### src/hw/rtl/lps_pkg.sv
// Shared types and constants for the LED pattern sequencer.
`timescale 1ns / 1ps
`default_nettype none

package lps_pkg;

    // Design constants
    localparam int unsigned LED_W      = 6;
    localparam logic [3:0]  LED_COUNT  = 4'd6;
    localparam logic [3:0]  WALK_STEPS = 4'd12;
    localparam logic [3:0]  PAIR_STEPS = 4'd6;

    localparam logic [7:0]  KEEP_MASK  = 8'h30;
    localparam logic [7:0]  LEVEL_HI   = 8'hC0;
    localparam logic [7:0]  ON_LED0    = 8'h01;
    localparam logic [7:0]  ON_LED03   = 8'h09;
    localparam logic [7:0]  FIXED_A    = 8'h09;
    localparam logic [7:0]  FIXED_B    = 8'h06;
    localparam logic [7:0]  PAIR_LOW   = 8'h03;
    localparam logic [7:0]  PAIR_HIGH  = 8'h0C;

    // Handshake flag codes
    localparam logic [7:0]  HS_IDLE      = 8'd0;
    localparam logic [7:0]  HS_CLEARED   = 8'd1;
    localparam logic [7:0]  HS_WALK_DONE = 8'd2;
    localparam logic [7:0]  HS_PAIR_DONE = 8'd8;

    // Mode codes
    localparam logic [7:0]  MODE_CLEAR   = 8'd0;
    localparam logic [7:0]  MODE_WALK    = 8'd1;
    localparam logic [7:0]  MODE_BLINK0  = 8'd2;
    localparam logic [7:0]  MODE_LEVEL   = 8'd3;
    localparam logic [7:0]  MODE_BLINK03 = 8'd4;
    localparam logic [7:0]  MODE_FIXED_A = 8'd5;
    localparam logic [7:0]  MODE_FIXED_B = 8'd6;
    localparam logic [7:0]  MODE_PAIRS   = 8'd7;

    // Configuration port
    localparam int unsigned APB_ADDR_W   = 3;
    localparam int unsigned APB_DATA_W   = 32;
    localparam logic [APB_ADDR_W-1:0] ADDR_TICK_DIVIDE = 3'd0;
    localparam logic [3:0]  TICK_DIVIDE_RST = 4'd4;

    // One input beat
    typedef struct packed {
        logic [7:0] mode;
        logic       flag_write_valid;
        logic [7:0] flag_write_value;
        logic [7:0] level_pattern;
    } lps_item_t;

    // Sequencer state
    typedef struct packed {
        logic [LED_W-1:0] led_latch;
        logic [7:0]       pattern_byte;
        logic             blink_phase;
        logic [3:0]       tick_count;
        logic [3:0]       step_count;
        logic [7:0]       handshake;
    } lps_state_t;

endpackage : lps_pkg

`default_nettype wire

### src/hw/rtl/lps_if.sv
// Valid/ready channel interfaces for the LED pattern sequencer.
`timescale 1ns / 1ps
`default_nettype none

interface lps_in_if;
    logic       valid;
    logic       ready;
    logic [7:0] mode;
    logic       flag_write_valid;
    logic [7:0] flag_write_value;
    logic [7:0] level_pattern;

    modport source (
        output valid, mode, flag_write_valid, flag_write_value, level_pattern,
        input  ready
    );
    modport sink (
        input  valid, mode, flag_write_valid, flag_write_value, level_pattern,
        output ready
    );
endinterface : lps_in_if

interface lps_out_if;
    logic       valid;
    logic       ready;
    logic [5:0] led_drive;
    logic [7:0] handshake_flag;

    modport source (
        output valid, led_drive, handshake_flag,
        input  ready
    );
    modport sink (
        input  valid, led_drive, handshake_flag,
        output ready
    );
endinterface : lps_out_if

`default_nettype wire

### src/hw/rtl/led_pattern_sequencer_core.sv
// Top level of the LED pattern sequencer: input stage, tick logic, result stage.
`timescale 1ns / 1ps
`default_nettype none

// Each input beat is one slow tick. It carries the mode, an optional write of
// the handshake flag and a level pattern; the block returns exactly one result
// beat per tick with the six LED drives and the flag as they stand after the
// tick. One beat is accepted per clock. The beat is held in an input register;
// when it advances, the tick logic updates the sequencer state and loads the
// result register, from which the result is offered until it is taken. The
// input stays open while the input register is empty or can hand its beat to
// the result stage in the same cycle; a waiting result with a beat behind it
// stalls the input. The tick divider sits at APB byte address 0 (reset value
// 4); the user must write it only while no beat is in flight, and the block
// itself does not enforce this.
module led_pattern_sequencer_core (
    input  wire logic                           clk,
    input  wire logic                           rst_n,
    lps_in_if.sink                              in_ch,
    lps_out_if.source                           out_ch,
    input  wire logic                           psel,
    input  wire logic                           penable,
    input  wire logic                           pwrite,
    input  wire logic [lps_pkg::APB_ADDR_W-1:0] paddr,
    input  wire logic [lps_pkg::APB_DATA_W-1:0] pwdata,
    output logic      [lps_pkg::APB_DATA_W-1:0] prdata,
    output logic                                pready
);
    import lps_pkg::*;

    logic       [3:0] tick_divide;
    logic             s1_vld_reg;
    logic             s1_vld_next;
    lps_item_t        s1_item_reg;
    lps_item_t        in_item;
    lps_state_t       state_reg;
    lps_state_t       state_next;
    logic             out_vld_reg;
    logic             out_vld_next;
    logic [LED_W-1:0] out_led_reg;
    logic       [7:0] out_flag_reg;
    logic             s1_adv;
    logic             in_fire;

    // Configuration registers
    lps_apb u_apb (
        .clk         (clk),
        .rst_n       (rst_n),
        .psel        (psel),
        .penable     (penable),
        .pwrite      (pwrite),
        .paddr       (paddr),
        .pwdata      (pwdata),
        .prdata      (prdata),
        .pready      (pready),
        .tick_divide (tick_divide)
    );

    // Flow control between the two stages
    assign s1_adv      = s1_vld_reg && (!out_vld_reg || out_ch.ready);
    assign in_ch.ready = !s1_vld_reg || s1_adv;
    assign in_fire     = in_ch.valid && in_ch.ready;
    assign s1_vld_next = in_fire || (s1_vld_reg && !s1_adv);
    assign out_vld_next = s1_adv || (out_vld_reg && !out_ch.ready);

    assign in_item.mode             = in_ch.mode;
    assign in_item.flag_write_valid = in_ch.flag_write_valid;
    assign in_item.flag_write_value = in_ch.flag_write_value;
    assign in_item.level_pattern    = in_ch.level_pattern;

    // Tick logic
    lps_step u_step (
        .item        (s1_item_reg),
        .cur         (state_reg),
        .tick_divide (tick_divide),
        .nxt         (state_next)
    );

    // Control and state registers
    always_ff @(posedge clk or negedge rst_n)
    begin
        if (!rst_n)
        begin
            s1_vld_reg  <= 1'b0;
            out_vld_reg <= 1'b0;
            state_reg   <= '0;
        end
        else
        begin
            s1_vld_reg  <= s1_vld_next;
            out_vld_reg <= out_vld_next;
            if (s1_adv)
            begin
                state_reg <= state_next;
            end
        end
    end

    // Payload registers: capture input beat, load result
    always_ff @(posedge clk)
    begin
        if (in_fire)
        begin
            s1_item_reg <= in_item;
        end
        if (s1_adv)
        begin
            out_led_reg  <= state_next.led_latch;
            out_flag_reg <= state_next.handshake;
        end
    end

    assign out_ch.valid          = out_vld_reg;
    assign out_ch.led_drive      = out_led_reg;
    assign out_ch.handshake_flag = out_flag_reg;

`ifndef ASSERT_OFF
    // Step counter never reaches the end of the walk
    a_step_range: assert property (@(posedge clk) disable iff (!rst_n)
        state_reg.step_count < WALK_STEPS)
        else $error("step_count out of range");

    // Kept pattern bits four and five are never set
    a_keep_bits: assert property (@(posedge clk) disable iff (!rst_n)
        state_reg.pattern_byte[5:4] == 2'b00)
        else $error("pattern_byte kept bits set");

    // A beat leaving the input stage shows up as a result next cycle
    a_s1_to_out: assert property (@(posedge clk) disable iff (!rst_n)
        s1_adv |=> (out_vld_reg && out_led_reg == $past(state_next.led_latch)))
        else $error("result not loaded after input stage advance");
`endif

endmodule : led_pattern_sequencer_core

`default_nettype wire

### src/hw/rtl/lps_apb.sv
// APB register block holding the tick divider.
`timescale 1ns / 1ps
`default_nettype none

module lps_apb (
    input  wire logic                           clk,
    input  wire logic                           rst_n,
    input  wire logic                           psel,
    input  wire logic                           penable,
    input  wire logic                           pwrite,
    input  wire logic [lps_pkg::APB_ADDR_W-1:0] paddr,
    input  wire logic [lps_pkg::APB_DATA_W-1:0] pwdata,
    output logic      [lps_pkg::APB_DATA_W-1:0] prdata,
    output logic                                pready,
    output logic      [3:0]                     tick_divide
);
    import lps_pkg::*;

    logic [3:0] tick_divide_reg;
    logic [3:0] tick_divide_next;
    logic       wr_hit;

    assign pready = 1'b1;
    assign wr_hit = psel && penable && pwrite && (paddr == ADDR_TICK_DIVIDE);

    // Update divider on a completed write beat
    always_comb
    begin
        tick_divide_next = tick_divide_reg;
        if (wr_hit)
        begin
            tick_divide_next = pwdata[3:0];
        end
    end

    always_ff @(posedge clk or negedge rst_n)
    begin
        if (!rst_n)
        begin
            tick_divide_reg <= TICK_DIVIDE_RST;
        end
        else
        begin
            tick_divide_reg <= tick_divide_next;
        end
    end

    // Read back
    always_comb
    begin
        prdata = '0;
        if (paddr == ADDR_TICK_DIVIDE)
        begin
            prdata = {{(APB_DATA_W-4){1'b0}}, tick_divide_reg};
        end
    end

    assign tick_divide = tick_divide_reg;

endmodule : lps_apb

`default_nettype wire

### src/hw/rtl/lps_step.sv
// Next-state logic for one tick of the LED pattern sequencer.
`timescale 1ns / 1ps
`default_nettype none

module lps_step (
    input  wire lps_pkg::lps_item_t  item,
    input  wire lps_pkg::lps_state_t cur,
    input  wire logic [3:0]          tick_divide,
    output lps_pkg::lps_state_t      nxt
);
    import lps_pkg::*;

    logic       tick_hit;
    logic [3:0] tick_inc;
    logic [3:0] step_inc;
    logic [3:0] walk_pos;
    logic       do_blink;
    logic [7:0] blink_on;
    logic [7:0] pair_bits;
    logic       blink_phase_n;

    // Divider: advance when the count has reached the divide value
    assign tick_hit = (cur.tick_count >= tick_divide);
    assign tick_inc = tick_hit ? 4'd0 : (cur.tick_count + 4'd1);
    assign step_inc = cur.step_count + 4'd1;
    assign walk_pos = (cur.step_count >= LED_COUNT) ? (cur.step_count - LED_COUNT)
                                                    : cur.step_count;
    assign pair_bits = cur.step_count[0] ? PAIR_LOW : PAIR_HIGH;
    assign blink_phase_n = ~cur.blink_phase;

    always_comb
    begin
        nxt      = cur;
        do_blink = 1'b0;
        blink_on = ON_LED0;

        // Software flag write lands before the mode acts
        if (item.flag_write_valid)
        begin
            nxt.handshake = item.flag_write_value;
        end

        case (item.mode)
            MODE_CLEAR:
            begin
                if (nxt.handshake == HS_IDLE)
                begin
                    nxt.led_latch = '0;
                end
                nxt.handshake = HS_CLEARED;
            end
            MODE_WALK:
            begin
                if (nxt.handshake == HS_IDLE)
                begin
                    nxt.tick_count = tick_inc;
                    if (tick_hit)
                    begin
                        nxt.led_latch  = (walk_pos < LED_COUNT) ? (6'd1 << walk_pos) : 6'd0;
                        nxt.step_count = step_inc;
                        if (step_inc >= WALK_STEPS || step_inc == 4'd0)
                        begin
                            nxt.step_count = 4'd0;
                            nxt.handshake  = HS_WALK_DONE;
                            nxt.tick_count = 4'd0;
                            nxt.led_latch  = '0;
                        end
                    end
                end
            end
            MODE_BLINK0:
            begin
                do_blink = 1'b1;
                blink_on = ON_LED0;
            end
            MODE_LEVEL:
            begin
                nxt.pattern_byte = cur.pattern_byte | (item.level_pattern & LEVEL_HI);
                nxt.led_latch    = item.level_pattern[LED_W-1:0];
            end
            MODE_BLINK03:
            begin
                do_blink = 1'b1;
                blink_on = ON_LED03;
            end
            MODE_FIXED_A:
            begin
                nxt.pattern_byte = (cur.pattern_byte & KEEP_MASK) | FIXED_A;
                nxt.led_latch    = nxt.pattern_byte[LED_W-1:0];
            end
            MODE_FIXED_B:
            begin
                nxt.pattern_byte = (cur.pattern_byte & KEEP_MASK) | FIXED_B;
                nxt.led_latch    = nxt.pattern_byte[LED_W-1:0];
            end
            MODE_PAIRS:
            begin
                if (nxt.handshake == HS_IDLE)
                begin
                    nxt.tick_count = tick_inc;
                    if (tick_hit)
                    begin
                        nxt.pattern_byte = (cur.pattern_byte & KEEP_MASK) | pair_bits;
                        nxt.led_latch    = nxt.pattern_byte[LED_W-1:0];
                        nxt.step_count   = step_inc;
                        if (step_inc >= PAIR_STEPS || step_inc == 4'd0)
                        begin
                            nxt.step_count = 4'd0;
                            nxt.handshake  = HS_PAIR_DONE;
                            nxt.tick_count = 4'd0;
                            nxt.led_latch  = '0;
                        end
                    end
                end
            end
            default:
            begin
                // Undefined modes hold everything but the flag write
            end
        endcase

        // Shared blink: toggle phase on each divided advance
        if (do_blink)
        begin
            nxt.tick_count = tick_inc;
            if (tick_hit)
            begin
                nxt.blink_phase  = blink_phase_n;
                nxt.pattern_byte = (cur.pattern_byte & KEEP_MASK) |
                                   (blink_phase_n ? blink_on : 8'h00);
                nxt.led_latch    = nxt.pattern_byte[LED_W-1:0];
            end
        end
    end

endmodule : lps_step

`default_nettype wire

### src/flat_wrapper.sv
// flat-port wrapper written by rule: the top's interface ports become plain ports
module led_pattern_sequencer_core_flat import lps_pkg::*;
  (clk, rst_n, psel, penable, pwrite, paddr, pwdata, prdata, pready, in_ch_valid, in_ch_mode, in_ch_flag_write_valid, in_ch_flag_write_value, in_ch_level_pattern, in_ch_ready, out_ch_valid, out_ch_led_drive, out_ch_handshake_flag, out_ch_ready);
  lps_in_if in_ch_i ();
  lps_out_if out_ch_i ();
  input  wire logic clk;
  input  wire logic rst_n;
  input  wire logic psel;
  input  wire logic penable;
  input  wire logic pwrite;
  input  wire logic [lps_pkg::APB_ADDR_W-1:0] paddr;
  input  wire logic [lps_pkg::APB_DATA_W-1:0] pwdata;
  output logic      [lps_pkg::APB_DATA_W-1:0] prdata;
  output logic pready;
  input wire logic [$bits(in_ch_i.valid)-1:0] in_ch_valid;
  input wire logic [$bits(in_ch_i.mode)-1:0] in_ch_mode;
  input wire logic [$bits(in_ch_i.flag_write_valid)-1:0] in_ch_flag_write_valid;
  input wire logic [$bits(in_ch_i.flag_write_value)-1:0] in_ch_flag_write_value;
  input wire logic [$bits(in_ch_i.level_pattern)-1:0] in_ch_level_pattern;
  output wire logic [$bits(in_ch_i.ready)-1:0] in_ch_ready;
  output wire logic [$bits(out_ch_i.valid)-1:0] out_ch_valid;
  output wire logic [$bits(out_ch_i.led_drive)-1:0] out_ch_led_drive;
  output wire logic [$bits(out_ch_i.handshake_flag)-1:0] out_ch_handshake_flag;
  input wire logic [$bits(out_ch_i.ready)-1:0] out_ch_ready;
  assign in_ch_i.valid = in_ch_valid;
  assign in_ch_i.mode = in_ch_mode;
  assign in_ch_i.flag_write_valid = in_ch_flag_write_valid;
  assign in_ch_i.flag_write_value = in_ch_flag_write_value;
  assign in_ch_i.level_pattern = in_ch_level_pattern;
  assign in_ch_ready = in_ch_i.ready;
  assign out_ch_valid = out_ch_i.valid;
  assign out_ch_led_drive = out_ch_i.led_drive;
  assign out_ch_handshake_flag = out_ch_i.handshake_flag;
  assign out_ch_i.ready = out_ch_ready;
  led_pattern_sequencer_core u_core (.clk(clk), .rst_n(rst_n), .in_ch(in_ch_i), .out_ch(out_ch_i), .psel(psel), .penable(penable), .pwrite(pwrite), .paddr(paddr), .pwdata(pwdata), .prdata(prdata), .pready(pready));
endmodule
### config.mk
export PLATFORM = sky130hd
export DESIGN_NAME = led_pattern_sequencer_core_flat
export DESIGN_NICKNAME = d
export VERILOG_FILES = /design/src/hw/rtl/lps_pkg.sv /design/src/hw/rtl/lps_if.sv /design/src/hw/rtl/led_pattern_sequencer_core.sv /design/src/hw/rtl/lps_apb.sv /design/src/hw/rtl/lps_step.sv /design/src/flat_wrapper.sv
export SDC_FILE = /design/constraint.sdc
export NUM_CORES = 1
export LEC_CHECK = 0
export BUFFER_PORTS_ARGS = -buffer_cell sky130_fd_sc_hd__clkbuf_2
export CAP_MARGIN = 30
export CELL_PAD_IN_SITES_DETAIL_PLACEMENT = 0
export CELL_PAD_IN_SITES_GLOBAL_PLACEMENT = 2
export CORE_ASPECT_RATIO = 1.75
export CORE_MARGIN = 2
export CORE_UTILIZATION = 35
export DETAILED_ROUTE_END_ITERATION = 16
export HOLD_SLACK_MARGIN = 0.12
export PLACE_DENSITY_LB_ADDON = 0.1
export SLEW_MARGIN = 0
export SYNTH_ARGS = -nofsm -noshare
export SYNTH_HDL_FRONTEND = slang
export SYNTH_HIERARCHICAL = 1
export SYNTH_SLANG_ARGS = --single-unit
### constraint.sdc
create_clock -name clk -period 2.95 [get_ports clk]
set_input_delay 0.295 -clock clk [delete_from_list [all_inputs] [get_ports clk]]
set_output_delay 0.295 -clock clk [all_outputs]
set_load 0.02 [all_outputs]
======== Word-level counts from Yosys, hierarchy flattened ========
Cells that the tools add are included.
cells by class
  bitwise gates (word level) .............. 4
  multiplexer cells ....................... 28
  equal/unequal tests ..................... 13
  reductions and logical operators ........ 27
  add/subtract/negate cells ............... 3
  order comparisons ....................... 5
  shift operators ......................... 1
operators by type and width
  cell                                                                number
  two-way mux 16 bit                                                  6
  two-way mux 6 bit                                                   6
  one-hot mux 6 bit (6 select lines)                                  1
  equality test 8 x 3 -> 1 bit (second input constant)                4
  one-hot mux 8 bit (4 select lines)                                  1
  two-way mux 14 bit                                                  2
  one-hot mux 8 bit (3 select lines)                                  1
  two-way mux 4 bit                                                   5
  two-way mux 19 bit                                                  1
  equality test 8 x 2 -> 1 bit (second input constant)                2
  zero test 8 bit                                                     2
  two-way mux 8 bit                                                   2
  one-hot mux 8 bit (2 select lines)                                  1
  two-way mux 15 bit                                                  1
  adder 4 x 1 -> 4 bit (second input constant)                        2
  equality test 8 x 1 -> 1 bit (second input constant)                1
  greater-or-equal comparator 4 x 3 -> 1 bit (second input constant)  2
  != test 2 bit (second input constant)                               4
  bitwise OR 6 x 8 -> 8 bit                                           1
  bitwise OR 8 bit                                                    1
  logical AND 1 bit                                                   7
  logical OR 1 bit                                                    6
  != test 3 bit (second input constant)                               2
  bitwise OR 6 x 4 -> 6 bit                                           1
  16 further kinds                                                    19
storage, ports and cells
  register bits after elaboration ......... 76
  output and inout bits ................... 49
  logic and storage cells ................. 96
  input port bits ......................... 67

======== Logic depth before layout (Yosys ltp) ========
Gate-level depths: netlist of the first run.
  depth in word-level cells ............... 10
  gate-level depth with buffers ........... 10
  mapped depth without buffers ............ 9

======== Modules after synthesis ========
The synthesis of the first run kept the hierarchy.
by module, submodules not included
  module                      area an instance (um^2)  cells an instance  times used
  led_pattern_sequencer_core  2543.7                   113                1
  lps_step                    1530.2                   225                1
  lps_apb                     422.9                    45                 1

======== Least setup slack after synthesis of the first run ========
No wires, ideal clock.
  path kind ............................... register to register
  start ................................... register u_core/state_reg[12] (netlist name)
  end ..................................... register u_core/state_reg[29] (netlist name)
  setup slack ............................. 0.363 ns
  cell stages (with the launch flop) ...... 11
  arrival ................................. 2.462 ns
  path buffers ............................ 1
  setup time .............................. 0.125 ns
  cell sequence ........................... dfrtp_1 > inv_1 > ha_1 > nand2b_1 > a2111oi_4 > and4b_1 > buf_6 > a22o_2 > a211oi_1 > a21oi_1 > mux2_4
RTL lines
  what                    RTL line                          source
  from (decl)             led_pattern_sequencer_core.sv:36  lps_state_t state_reg;
  from (signal assigned)  led_pattern_sequencer_core.sv:94  state_reg <= state_next;

==> results.txt, run 1 <==
status -> finished clean
Clock Path Buffers -> 2
root buf cell -> clkbuf_16
max reg flops -> 25
Vias -> 2845
Die X -> 85.7 um
WP data required -> 3.17 ns
global-route wire length before repair -> 15500 um
# diodes -> 0
Clock Sink Count -> 68
pwr/cell area -> 627 nW/um2
Hold Crit Class -> in2reg
RSZ-0062 raised after global routing -> no
# rows -> 52
Crit-path slowest cell -> or4_1
Ports -> 116
FF-to-FF setup slack -> 0.22 ns
Inst Count DP -> 541
maximum VDD drop -> 0.430 mV
# setup viols final -> 0
WL/cell -> 17.6 um
Fin Setup TNS -> 0 ns
Pwr Total -> 2.99 mW
Port Buffers -> 56
Syn-to-layout area delta -> 16.6%
H-tree Lvls -> 3
CP Capture Type -> flip-flop
Setup Buffers After CTS -> 0
drt drc -> 0
CTS clock-pin slew for the worst setup and hold paths -> 0.06 ns
max incr delay on CP -> 0.56 ns
Finished Layout Cells -> 560
final hold vios -> 0
Post-Route WL -> 9830 um
CP Cell Sequence -> or4_1, o22ai_2, and4b_1, a21oi_1, nor2_1, a32oi_1, mux2_4
Max Clock Skew -> 0.00557 ns
total core area -> 11500 um2
worst-margin pin slew -> 0.726 ns
post-route antenna net violation count -> 0
number of max-cap violations -> 0
min cycle time layout -> 2.73 ns
DR pass1 iterations -> 4
routed vias/inst -> 5.08
final net count -> 495
P_leak -> 2.09 nW
Final GP Congestion -> 0.808
fmax -> 366 MHz
Critical Path Start Type -> flip-flop
gr ovfl total -> 0
Critical Path AT -> 2.94 ns
die area -> 12600 um2
initial DRC count -> 122
all-layer global routing usage -> 0.165
Yosys warnings -> 6
Setup Crit Path Kind -> reg2reg
Rel. slew slack -> 0.516
Final HPWL DP -> 7290 um
CTS buffer count -> 9
initial antenna violation count -> 0
die height -> 147 um
synthesized area -> 4080 um2
worst skew pair latency -> 0.33 ns
largest net degree at the start of global routing -> 32
Max FO, Critical Path -> 6
vias in the first global route -> 2867
gate count of the mapped netlist -> 350
Synth Area per Inst -> 11.7 um2
Tcrit/Tclk final -> 0.925
fin. max-slew vios -> 0
initial core utilization -> 0.357
CTS tree -> done
layout cells sized above 1 -> 0.344
## power breakdown
part	leakage (nW)	switching (mW)	internal, mW
sequential	0.751	0.0957	1.16
combinational	1.18	0.294	0.261
clock	0.156	0.431	0.744
## path summary, 6_finish.rpt
kind	from	end	cells after the start
max	u_core/s1_item_reg[16]	u_core/state_reg[1]	7
min	in_ch_flag_write_value[1]	u_core/s1_item_reg[9]	1
max reg2reg	u_core/s1_item_reg[16]	u_core/state_reg[1]	7
min reg2reg	u_core/state_reg[26]	u_core/state_reg[26]	1
max in group asynchronous	rst_n	u_core/u_apb/tick_divide[2]	3
min in group asynchronous	rst_n	u_core/state_reg[27]	2
## layer usage
layer | vias up | routed length, um | share of wire | track usage
met5 | - | 0 | 0 | 0
met4 | 0 | 410 | 0.042 | 0.0873
met3 | 24 | 351 | 0.036 | 0.0275
met2 | 84 | 5430 | 0.55 | 0.302
met1 | 1366 | 3650 | 0.37 | 0.175
li1 | 1371 | - | - | -
## placed cells by master (no fill, tap or decap), types with 3 or more instances in the layout
master and n:
nor4_1 5, dfrtp_1 30, a32oi_1 3, buf_4 19
o21ai_0 22, ha_1 8, clkbuf_2 56, and2_1 3
nor2b_1 5, edfxtp_1 37, nand2b_1 6, nor2_1 25
nand4b_1 3, clkbuf_16 9, a21oi_1 11, mux2_2 7
nand3_1 8, mux2i_1 7, nand2_1 20, a31oi_1 4
inv_1 11, and2_2 4, mux2_4 23, conb_1 29
## cell type report
cell class,instances,area (um2)
fillers,1120,6690
clock inverters,7,98.8
repair buffers,78,463
multi-input cells,252,1880
flip-flops and latches,68,1890
clock buffers,9,225
well taps,135,169
inverters,11,41.3
## per-stage QoR
stage	setup slack (ns)	util	area (um2)	hold slack (ns)
global placement	0.206	0.383	4390	0.473
global route	0.00904	0.416	4760	0.125
detailed placement	0.206	0.383	4390	0.474
CTS	0.183	0.412	4710	0.125
floorplan	0.368	-	4190	-0.000591
finish	0.221	0.416	4760	0.138
## critical path, delay by kind of cell (launching register included)
| kind | cells | cell delay (ns) |
|---|---|---|
| flip-flops | 1 | 0.46 |
| multiplexers | 1 | 0.29 |
| AO/OA/AOI/OAI | 3 | 0.62 |
| AND/OR/NAND/NOR | 3 | 1.25 |
## repair_timing
item	4_1_cts	5_1_grt
setup endpoints to repair	0	2
resized for setup	0	1
hold buffers	0	2
endpoints found under the hold margin	0	9
No activity file was read; power rests on OpenSTA's default activity.
==> run 2, diff against run 1 <==
Settings changed: CORE_UTILIZATION 35 to 31.
Clock period 2.95 ns to 2.2 ns, I/O delays scaled along.
==> results.txt, run 2 (same netlist as run 1, synthesis figures left out) <==
pwr/cell area -> 697 nW/um2 (was 627 nW/um2)
Rel. slew slack -> 0.408 (was 0.516)
Place WS -> -0.386 ns (was 0.206 ns)
Max FO, Critical Path -> 4 (was 6)
WL/cell -> 15.9 um (was 17.6 um)
P_leak -> 2.62 nW (was 2.09 nW)
Clock Path Buffers -> 2 (unchanged)
worst-margin pin slew -> 0.888 ns (was 0.726 ns)
Final GP Congestion -> 0.890 (was 0.808)
CTS buffer count -> 9 (unchanged)
Post-Route WL -> 11100 um (was 9830 um)
all-layer global routing usage -> 0.165 (about the same)
root buf cell -> clkbuf_16 (unchanged)
CTS tree -> done (unchanged)
Critical Path Start Type -> flip-flop (unchanged)
Max Clock Skew -> 0.00643 ns (was 0.00557 ns)
Final Util -> 0.465 (was 0.416)
status -> finished, violations left (was finished clean)
number of max-cap violations -> 0 (unchanged)
WP data required -> 2.42 ns (was 3.17 ns)
drt drc -> 0 (unchanged)
failing checks -> setup timing
most frequent cells in the layout -> buf_4 (84), clkbuf_2 (56), edfxtp_1 (37) (was clkbuf_2 (56), edfxtp_1 (37), dfrtp_1 (30))
min cycle time layout -> 2.61 ns (was 2.73 ns)
fmax -> 383 MHz (was 366 MHz)
Syn-to-layout area delta -> 46.4% (was 16.6%)
Fin Setup TNS -> -8.67 ns (was 0 ns)
FF-to-FF setup slack -> -0.41 ns (was 0.22 ns)
routed vias/inst -> 4.62 (was 5.08)
Clock Sink Count -> 68 (unchanged)
Port Buffers -> 56 (unchanged)
Ports -> 116 (unchanged)
most common cell after layout, fill and taps aside -> buf_4 (was clkbuf_2)
# rows -> 55 (was 52)
final hold vios -> 0 (unchanged)
post-route antenna net violation count -> 0 (unchanged)
Final WS setup -> -0.414 ns (was 0.221 ns)
largest net degree at the start of global routing -> 32 (unchanged)
# setup viols final -> 31 (was 0)
RSZ-0062 raised after global routing -> yes (was no)
initial DRC count -> 70 (was 122)
Vias -> 3218 (was 2845)
Die X -> 90.8 um (was 85.7 um)
DR pass1 iterations -> 4 (unchanged)
Hold Crit Class -> in2reg (unchanged)
total core area -> 12900 um2 (was 11500 um2)
layout cells sized above 1 -> 0.516 (was 0.344)
worst skew pair latency -> 0.33 ns (about the same)
CP Capture Type -> flip-flop (unchanged)
max reg flops -> 25 (unchanged)
Setup Crit Path Kind -> reg2reg (unchanged)
die height -> 156 um (was 147 um)
# diodes -> 0 (unchanged)
Final HPWL DP -> 8330 um (was 7290 um)
global-route wire length before repair -> 17600 um (was 15500 um)
gr ovfl total -> 0 (unchanged)
maximum VDD drop -> 0.654 mV (was 0.430 mV)
Critical Path AT -> 2.83 ns (was 2.94 ns)
vias in the first global route -> 3400 (was 2867)
CTS clock-pin slew for the worst setup and hold paths -> 0.06 ns (about the same)
initial antenna violation count -> 0 (unchanged)
fin. max-slew vios -> 0 (unchanged)
die area -> 14100 um2 (was 12600 um2)
H-tree Lvls -> 3 (unchanged)
Fill cells -> 1232 (was 1120)
Tcrit/Tclk final -> 1.19 (was 0.925)
initial core utilization -> 0.317 (was 0.357)
final net count -> 595 (was 495)
[run 2: cell count changes in the layout (fill, tap and decap cells not counted), moves of 3 or more]
cell | before | now
buf_4 | 19 | 84
dlygate4sd3_1 | 2 | 29
o21ai_0 | 22 | 7
nor2_1 | 25 | 14
o21ai_2 | 0 | 10
a21oi_1 | 11 | 3
buf_6 | 0 | 8
nor2_4 | 1 | 9
a21oi_2 | 0 | 6
nor2_2 | 0 | 3
o21ai_1 | 2 | 5
[run 2: final cells by class]
type | instances | area [um2] | share of cell area
multi-input combinational | 252 | 2230 | 0.373
tap | 171 | 214 | 0.0358
sequential | 68 | 1890 | 0.316
inverter | 11 | 41.3 | 0.00690
timing repair buffer | 178 | 1310 | 0.219
clock buffer | 10 | 229 | 0.0383
clock inverter | 6 | 63.8 | 0.0107
[run 2: path summary, 6_finish.rpt]
| check | startpoint | endpoint | depth (start not counted) |
|---|---|---|---|
| max | u_core/state_reg[12] | u_core/state_reg[29] | 10 |
| min reg2reg | u_core/state_reg[29] | u_core/state_reg[29] | 1 |
| max reg2reg | u_core/state_reg[12] | u_core/state_reg[29] | 10 |
| max in group asynchronous | rst_n | u_core/state_reg[6] | 2 |
| min in group asynchronous | rst_n | u_core/state_reg[13] | 2 |
| min | out_ch_ready | u_core/out_ch.valid | 3 |
[run 2: worst max-delay path, stage by stage (launching register included)]
cell       delay (ns)
dfrtp_1          0.35
inv_1            0.05
ha_1             0.28
nand2b_4         0.15
a2111oi_4        0.43
and4b_2          0.30
buf_6            0.12
a22o_4           0.26
a211oi_4         0.22
a21oi_2          0.08
mux2_4           0.26
[run 2: metal layers]
| metal | part of all wire | up-vias | global-route usage |
|---|---|---|---|
| met5 | 0 | - | 0 |
| met4 | 0.045 | 0 | 0.100 |
| met3 | 0.032 | 29 | 0.0266 |
| met2 | 0.56 | 90 | 0.318 |
| met1 | 0.36 | 1530 | 0.161 |
| li1 | - | 1569 | - |
[run 2: what timing repair did]
action	4_1_cts	5_1_grt
gates resized for setup	67	27
hold endpoints to repair	58	0
pin swaps	24	21
hold buffers	29	0
endpoints found under the setup margin	35	35
buffers inserted	9	9
[run 2: metrics by stage]
step                hold slack (ns)  cells  area (um2)  power (mW)
finish                        0.188    696        5980        4.17
global placement              0.397    639        4940        2.58
detailed placement            0.386    639        4940        2.59
global route                  0.215    696        5980        4.38
floorplan                   -0.0756    377        4220        2.29
CTS                           0.175    689        5820        4.16
[run 2: report_power, final]
group | leakage [nW] | internal [mW] | switching (mW)
clock network | 0.139 | 0.877 | 0.552
logic | 1.73 | 0.561 | 0.497
registers | 0.751 | 1.55 | 0.126
total | 2.62 | 2.99 | 1.18
